[src/hdl/tlik_pkg.sv]
// Package for the two-link inverse kinematics block.
// Holds widths, register indexes, status codes and the CORDIC arctangent table.
// Used by every module in the hdl folder.
package tlik_pkg;

  localparam int CoordWidth  = 16;
  localparam int LinkWidth   = 15;
  localparam int AngleWidth  = 16;
  localparam int ElbowWidth  = 15;
  localparam int CfgIdxWidth = 2;
  localparam int CordicSteps = 16;
  localparam int TabLen      = 24;
  // Working width of the CORDIC datapath: operands are normalized to 2^40 and grow
  // by the CORDIC gain, so 44 bits carry them with sign.
  localparam int CwWidth     = 44;
  localparam int ZWidth      = 26;
  // Width of squared and product terms.
  localparam int SqWidth     = 36;
  localparam int SqrtWidth   = 64;
  localparam int RootWidth   = 32;

  typedef enum logic [1:0] {
    RegUpperLink = 2'd0,
    RegLowerLink = 2'd1,
    RegBaseX     = 2'd2,
    RegBaseY     = 2'd3
  } cfg_reg_e;

  typedef enum logic [1:0] {
    StatusOk     = 2'd0,
    StatusTooFar = 2'd1,
    StatusTooNear = 2'd2
  } reach_status_e;

  // Front-end record handed to the back end through the queue.
  typedef struct packed {
    logic signed [CoordWidth:0] dx;
    logic signed [CoordWidth:0] dy;
    logic [LinkWidth-1:0]       l1;
    logic [LinkWidth-1:0]       l2;
    logic [1:0]                 status;
  } front_item_t;

  typedef struct packed {
    logic signed [AngleWidth-1:0] shoulder;
    logic [ElbowWidth-1:0]        elbow;
    logic [1:0]                   status;
  } result_t;

  function automatic logic [ZWidth-1:0] atan_tab(input logic [4:0] i);
    logic [ZWidth-1:0] r;
    r = '0;
    case (i)
      5'd0:  r = 26'd2097152;
      5'd1:  r = 26'd1238021;
      5'd2:  r = 26'd654136;
      5'd3:  r = 26'd332050;
      5'd4:  r = 26'd166669;
      5'd5:  r = 26'd83416;
      5'd6:  r = 26'd41718;
      5'd7:  r = 26'd20860;
      5'd8:  r = 26'd10430;
      5'd9:  r = 26'd5215;
      5'd10: r = 26'd2608;
      5'd11: r = 26'd1304;
      5'd12: r = 26'd652;
      5'd13: r = 26'd326;
      5'd14: r = 26'd163;
      5'd15: r = 26'd81;
      5'd16: r = 26'd41;
      5'd17: r = 26'd20;
      5'd18: r = 26'd10;
      5'd19: r = 26'd5;
      5'd20: r = 26'd3;
      5'd21: r = 26'd1;
      5'd22: r = 26'd1;
      default: r = '0;
    endcase
    return r;
  endfunction

endpackage

[src/hdl/tlik_fifo.sv]
// Short queue between the front end and the back end.
// Depends on tlik_pkg. Four entries, flags decoded from a registered count.
module tlik_fifo (
  input  logic                  clk_i,
  input  logic                  rst_ni,
  input  logic                  wr_valid_i,
  output logic                  wr_ready_o,
  input  tlik_pkg::front_item_t wr_item_i,
  output logic                  rd_valid_o,
  input  logic                  rd_ready_i,
  output tlik_pkg::front_item_t rd_item_o
);
  import tlik_pkg::*;

  front_item_t mem_q [4];
  logic [1:0]  wptr_q, rptr_q;
  logic [2:0]  cnt_q;
  logic        wr_en, rd_en;

  assign wr_ready_o = cnt_q != 3'd4;
  assign rd_valid_o = cnt_q != 3'd0;
  assign wr_en      = wr_valid_i && wr_ready_o;
  assign rd_en      = rd_valid_o && rd_ready_i;
  assign rd_item_o  = mem_q[rptr_q];

  always_ff @(posedge clk_i) begin
    if (wr_en) begin
      mem_q[wptr_q] <= wr_item_i;
    end
  end

  always_ff @(posedge clk_i or negedge rst_ni) begin
    if (!rst_ni) begin
      wptr_q <= '0;
      rptr_q <= '0;
      cnt_q  <= '0;
    end else begin
      if (wr_en) wptr_q <= wptr_q + 2'd1;
      if (rd_en) rptr_q <= rptr_q + 2'd1;
      cnt_q <= cnt_q + {2'b0, wr_en} - {2'b0, rd_en};
    end
  end
endmodule

[config.mk]
export PLATFORM = sky130hd
export DESIGN_NAME = tlik_fifo
export DESIGN_NICKNAME = d
export VERILOG_FILES = /design/src/hdl/tlik_pkg.sv /design/src/hdl/tlik_fifo.sv
export SDC_FILE = /design/constraint.sdc
export NUM_CORES = 1
export LEC_CHECK = 0
export ABC_AREA = 1
export BUFFER_PORTS_ARGS = -buffer_cell sky130_fd_sc_hd__buf_4
export CORE_ASPECT_RATIO = 1.25
export CORE_MARGIN = 2
export CORE_UTILIZATION = 40
export DETAILED_ROUTE_END_ITERATION = 12
export GPL_TIMING_DRIVEN = 0
export PLACE_DENSITY_LB_ADDON = 0.25
export SLEW_MARGIN = 20
export SYNTH_ARGS = -nofsm -noshare
export SYNTH_HDL_FRONTEND = slang
export SYNTH_SLANG_ARGS = --single-unit
[constraint.sdc]
create_clock -name clk_i -period 4.3 [get_ports clk_i]
set_input_delay 0.86 -clock clk_i [delete_from_list [all_inputs] [get_ports clk_i]]
set_output_delay 0.86 -clock clk_i [all_outputs]
set_load 0.01 [all_outputs]
==> key figures <==
Synth
  – Unique masters post-synth: 16
  – Area leader, netlist: edfxtp_1
  – Syn_area_per_cell: 12.06 sq um
  – Yosys Warn Count: 0
  – Synthesis-stage register bit count: about 270
  – Register area share after synthesis: roughly three quarters
  – Ranking of synthesized cells by area: edfxtp_1 (74%), nand2_1 (7.6%), nor2_1 (4.8%)
  – Mapped Cells: 894
  – Synthesized Nets: 971
  – Post-synth top area share: around three quarters
  – Mapped cell area: around 11000 sq um

Worst setup path
  – Kind of critical path: flop to output port
  – Worst path arrival time: around 2300 ps
  – CP Max Fanout: 10
  – Top delay family on crit path: buffers and inverters
  – Cell mode on critical path: nand2_1
  – Reg2Reg Setup Slack: approximately 2000 ps
  – Delay of the slowest cell on the worst path: 470 ps
  – Req. time, crit path: ~3400 ps
  – Setup crit end kind: output port
  – CP Launch Type: flop
  – Buffers & Inverters on Critical Path: 4
  – Worst-path cell chain: inv_2 > buf_2 > buf_1 > nand2_1 > nand2_1 > buf_4
  – Critical-path top delay cell: buf_1

Timing
  – Skew final: around 6.5 ps
  – Final hold violation count: 0
  – F_max: 317.2 MHz
  – Worst hold slack: 138.2 ps
  – Setup Total Neg Slack: 0 ps
  – Final Slew Violations: 0
  – Crit path time final: 3153 ps
  – Period Utilization, post-route: between 70% and 80%
  – Worst slew pin tran: between 500 and 600 ps
  – Slew margin rel.: about three fifths
  – RSZ-0062 raised after global routing: no
  – Setup violations, final: 0

Worst hold path
  – Worst hold-check path type: input pin to asynchronous set/reset pin

Clocking
  – Max Buffers Root-to-Sink: 3
  – Clock sink count: between 200 and 300
  – H-tree levels: 1
  – Clock Latency Late Sink: 520 ps
  – Post-CTS Setup Inserts: 0
  – Hold-fix buffers, CTS: 0
  – Post_cts resized: 0
  – Number of CTS-inserted buffers: 27
  – Clock root buffer: clkbuf_16
  – CTS tree: done
  – Clk pin slew, worst setup/hold paths: around 60 ps

Global routing
  – First-pass GRT wire length: 37780 um
  – Overflow after GRT: 0
  – Initial antenna violation count: 2
  – Vias in the first global route: about 6.9k
  – Largest net degree at the start of global routing: 23
  – Total GRT Usage: roughly 18%

Route
  – Final ANT Viol Nets: 0
  – Top layer in use: met5
  – DRT iter0 DRCs: 413
  – Wire per inst: ~17 um
  – 1st-pass router iterations: 5
  – Metal3 WL: 1360 um
  – Via count: a little under 7k
  – Routed wire length: roughly 24000 um
  – Met1 Wirelength: approximately 9500 um
  – # DRC: 0
  – Via-to-Cell Ratio: around 4.8
  – Met2 wire len: between 10000 and 15000 um

Floorplan
  – Ports: around 140
  – Die Footprint: roughly 28000 sq um
  – Die width: roughly 150 um
  – FP Rows: 67
  – Placeable Area: around 27000 sq um
  – Die height: ~190 um
  – Starting Density: a little over 40%

Placement
  – Dpl hpwl: ~16000 um
  – Port Buf Inserts: approximately 140
  – DP Area: 12550 sq um
  – Routability cong.: between 0.7 and 0.8

Cells and area
  – Final net count: between 1k and 1.5k
  – Design area: approximately 13000 sq um
  – Share of layout cells above drive strength 1: approximately a fifth
  – Area growth syn-to-layout: 25.06%

Status
  – Status: finished, final reports clean

Run
  – Max_cap viols: 0

Pwr
  – Leak Pwr: roughly 5.4 nW
  – Worst VDD drop: roughly 0.40 mV
  – PD cells: ~700 nW/um^2
==> synth_stat cells <==
cell type  number
buf_1           5
buf_2           9
buf_4           1
buf_6          11
clkbuf_1       17
dfrtp_1         7
edfxtp_1      264
fa_1            1
ha_1            6
inv_1          80
inv_2           2
nand2_1       217
nand3_1         5
nor2_1        137
o21ai_0        80
o21ai_1        52
==> worst paths after layout <==
kind,startpoint,to,cells after the start
min in group clk_i,rptr_q[1],rptr_q[1],2
worst max register to register,cnt_q[1],cnt_q[2],10
worst min-delay path,rst_ni,cnt_q[0],1
worst min register to register,rptr_q[1],rptr_q[1],2
worst max-delay path,rptr_q[1],rd_item_o[31],6
max in group asynchronous,rst_ni,cnt_q[1],1
==> placed cells by master (no fill, tap or decap) <==
master,synthesis,final
buf_16,0,6
diode_2,0,1
clkinv_1,0,4
ha_1,6,6
nor2_4,0,4
nor2_1,137,133
o21ai_0,80,80
buf_6,11,11
inv_2,2,2
clkbuf_16,0,27
fa_1,1,1
clkinvlp_4,0,1
bufinv_16,0,5
buf_1,5,5
buf_12,0,6
clkbuf_1,17,22
nand2_1,217,217
clkbuf_8,0,3
buf_4,1,138
clkinv_2,0,3
nand3_1,5,5
inv_1,80,80
dfrtp_1,7,7
o21ai_1,52,52
edfxtp_1,264,264
buf_2,9,9
==> routing by layer <==
metal | GRT usage [%] | vias to the layer above
li1 | - | 3359
met1 | 20.88 | 3272
met2 | 32.13 | 157
met3 | 3.236 | 39
met4 | 5.104 | 2
met5 | 0 | -
==> through the flow <==
stage | std cells | setup slack, ps | total power, mW | utilization, %
floorplan | 894 | 37.29 | 5.642 | -
global placement | 1376 | -2597 | 7.259 | 45.91
detailed placement | 1388 | 1631 | 7.402 | 47.09
CTS | 1436 | 1073 | 9.851 | 50.56
global route | 1437 | 962.2 | 10.35 | 50.57
finish | 1437 | 1147 | 9.696 | 50.57
==> cell families (layout without fill, tap and decap cells) <==
family	after synthesis	after routing	share of synthesized area (%)
other	0	1	0
AOI/OAI and AO/OA	132	132	6.129
DFF	271	271	75.17
adders and majority gates	7	7	0.8822
and+or+nand+nor	359	359	12.56
buffers and inverters	125	322	5.258
==> sequential cells by signal, indices dropped and copies added (netlist names) <==
register	cells
mem_q	264
cnt_q	3
rptr_q	2
wptr_q	2
==> worst register-to-register path, delay by kind of cell, from the launching register on <==
family | cells | cell delay, ps
AND/OR/NAND/NOR | 5 | 830
buffers and inverters | 2 | 110
adder cells (fa/ha/maj) | 3 | 830
flip-flops | 1 | 420
==> power breakdown <==
group          switching [mW]  internal, mW  leakage [nW]  total [mW]
clock                   0.936          1.50         0.449        2.43
sequential              0.119          3.47          2.50        3.59
combinational            2.26          1.42          2.44        3.67
==> layout make-up <==
cell class                 count  area [sq um]
fill                        2357         13180
sequential                   271          8103
multi-input combinational    498          2140
timing repair buffer         149          1314
clock buffer                  35         735.7
tap                          345         431.7
inverter                      82         307.8
buffer                        43         259.0
clock inverter                13         187.7
antenna                        1         2.502
No activity file was read; power rests on OpenSTA's default activity.
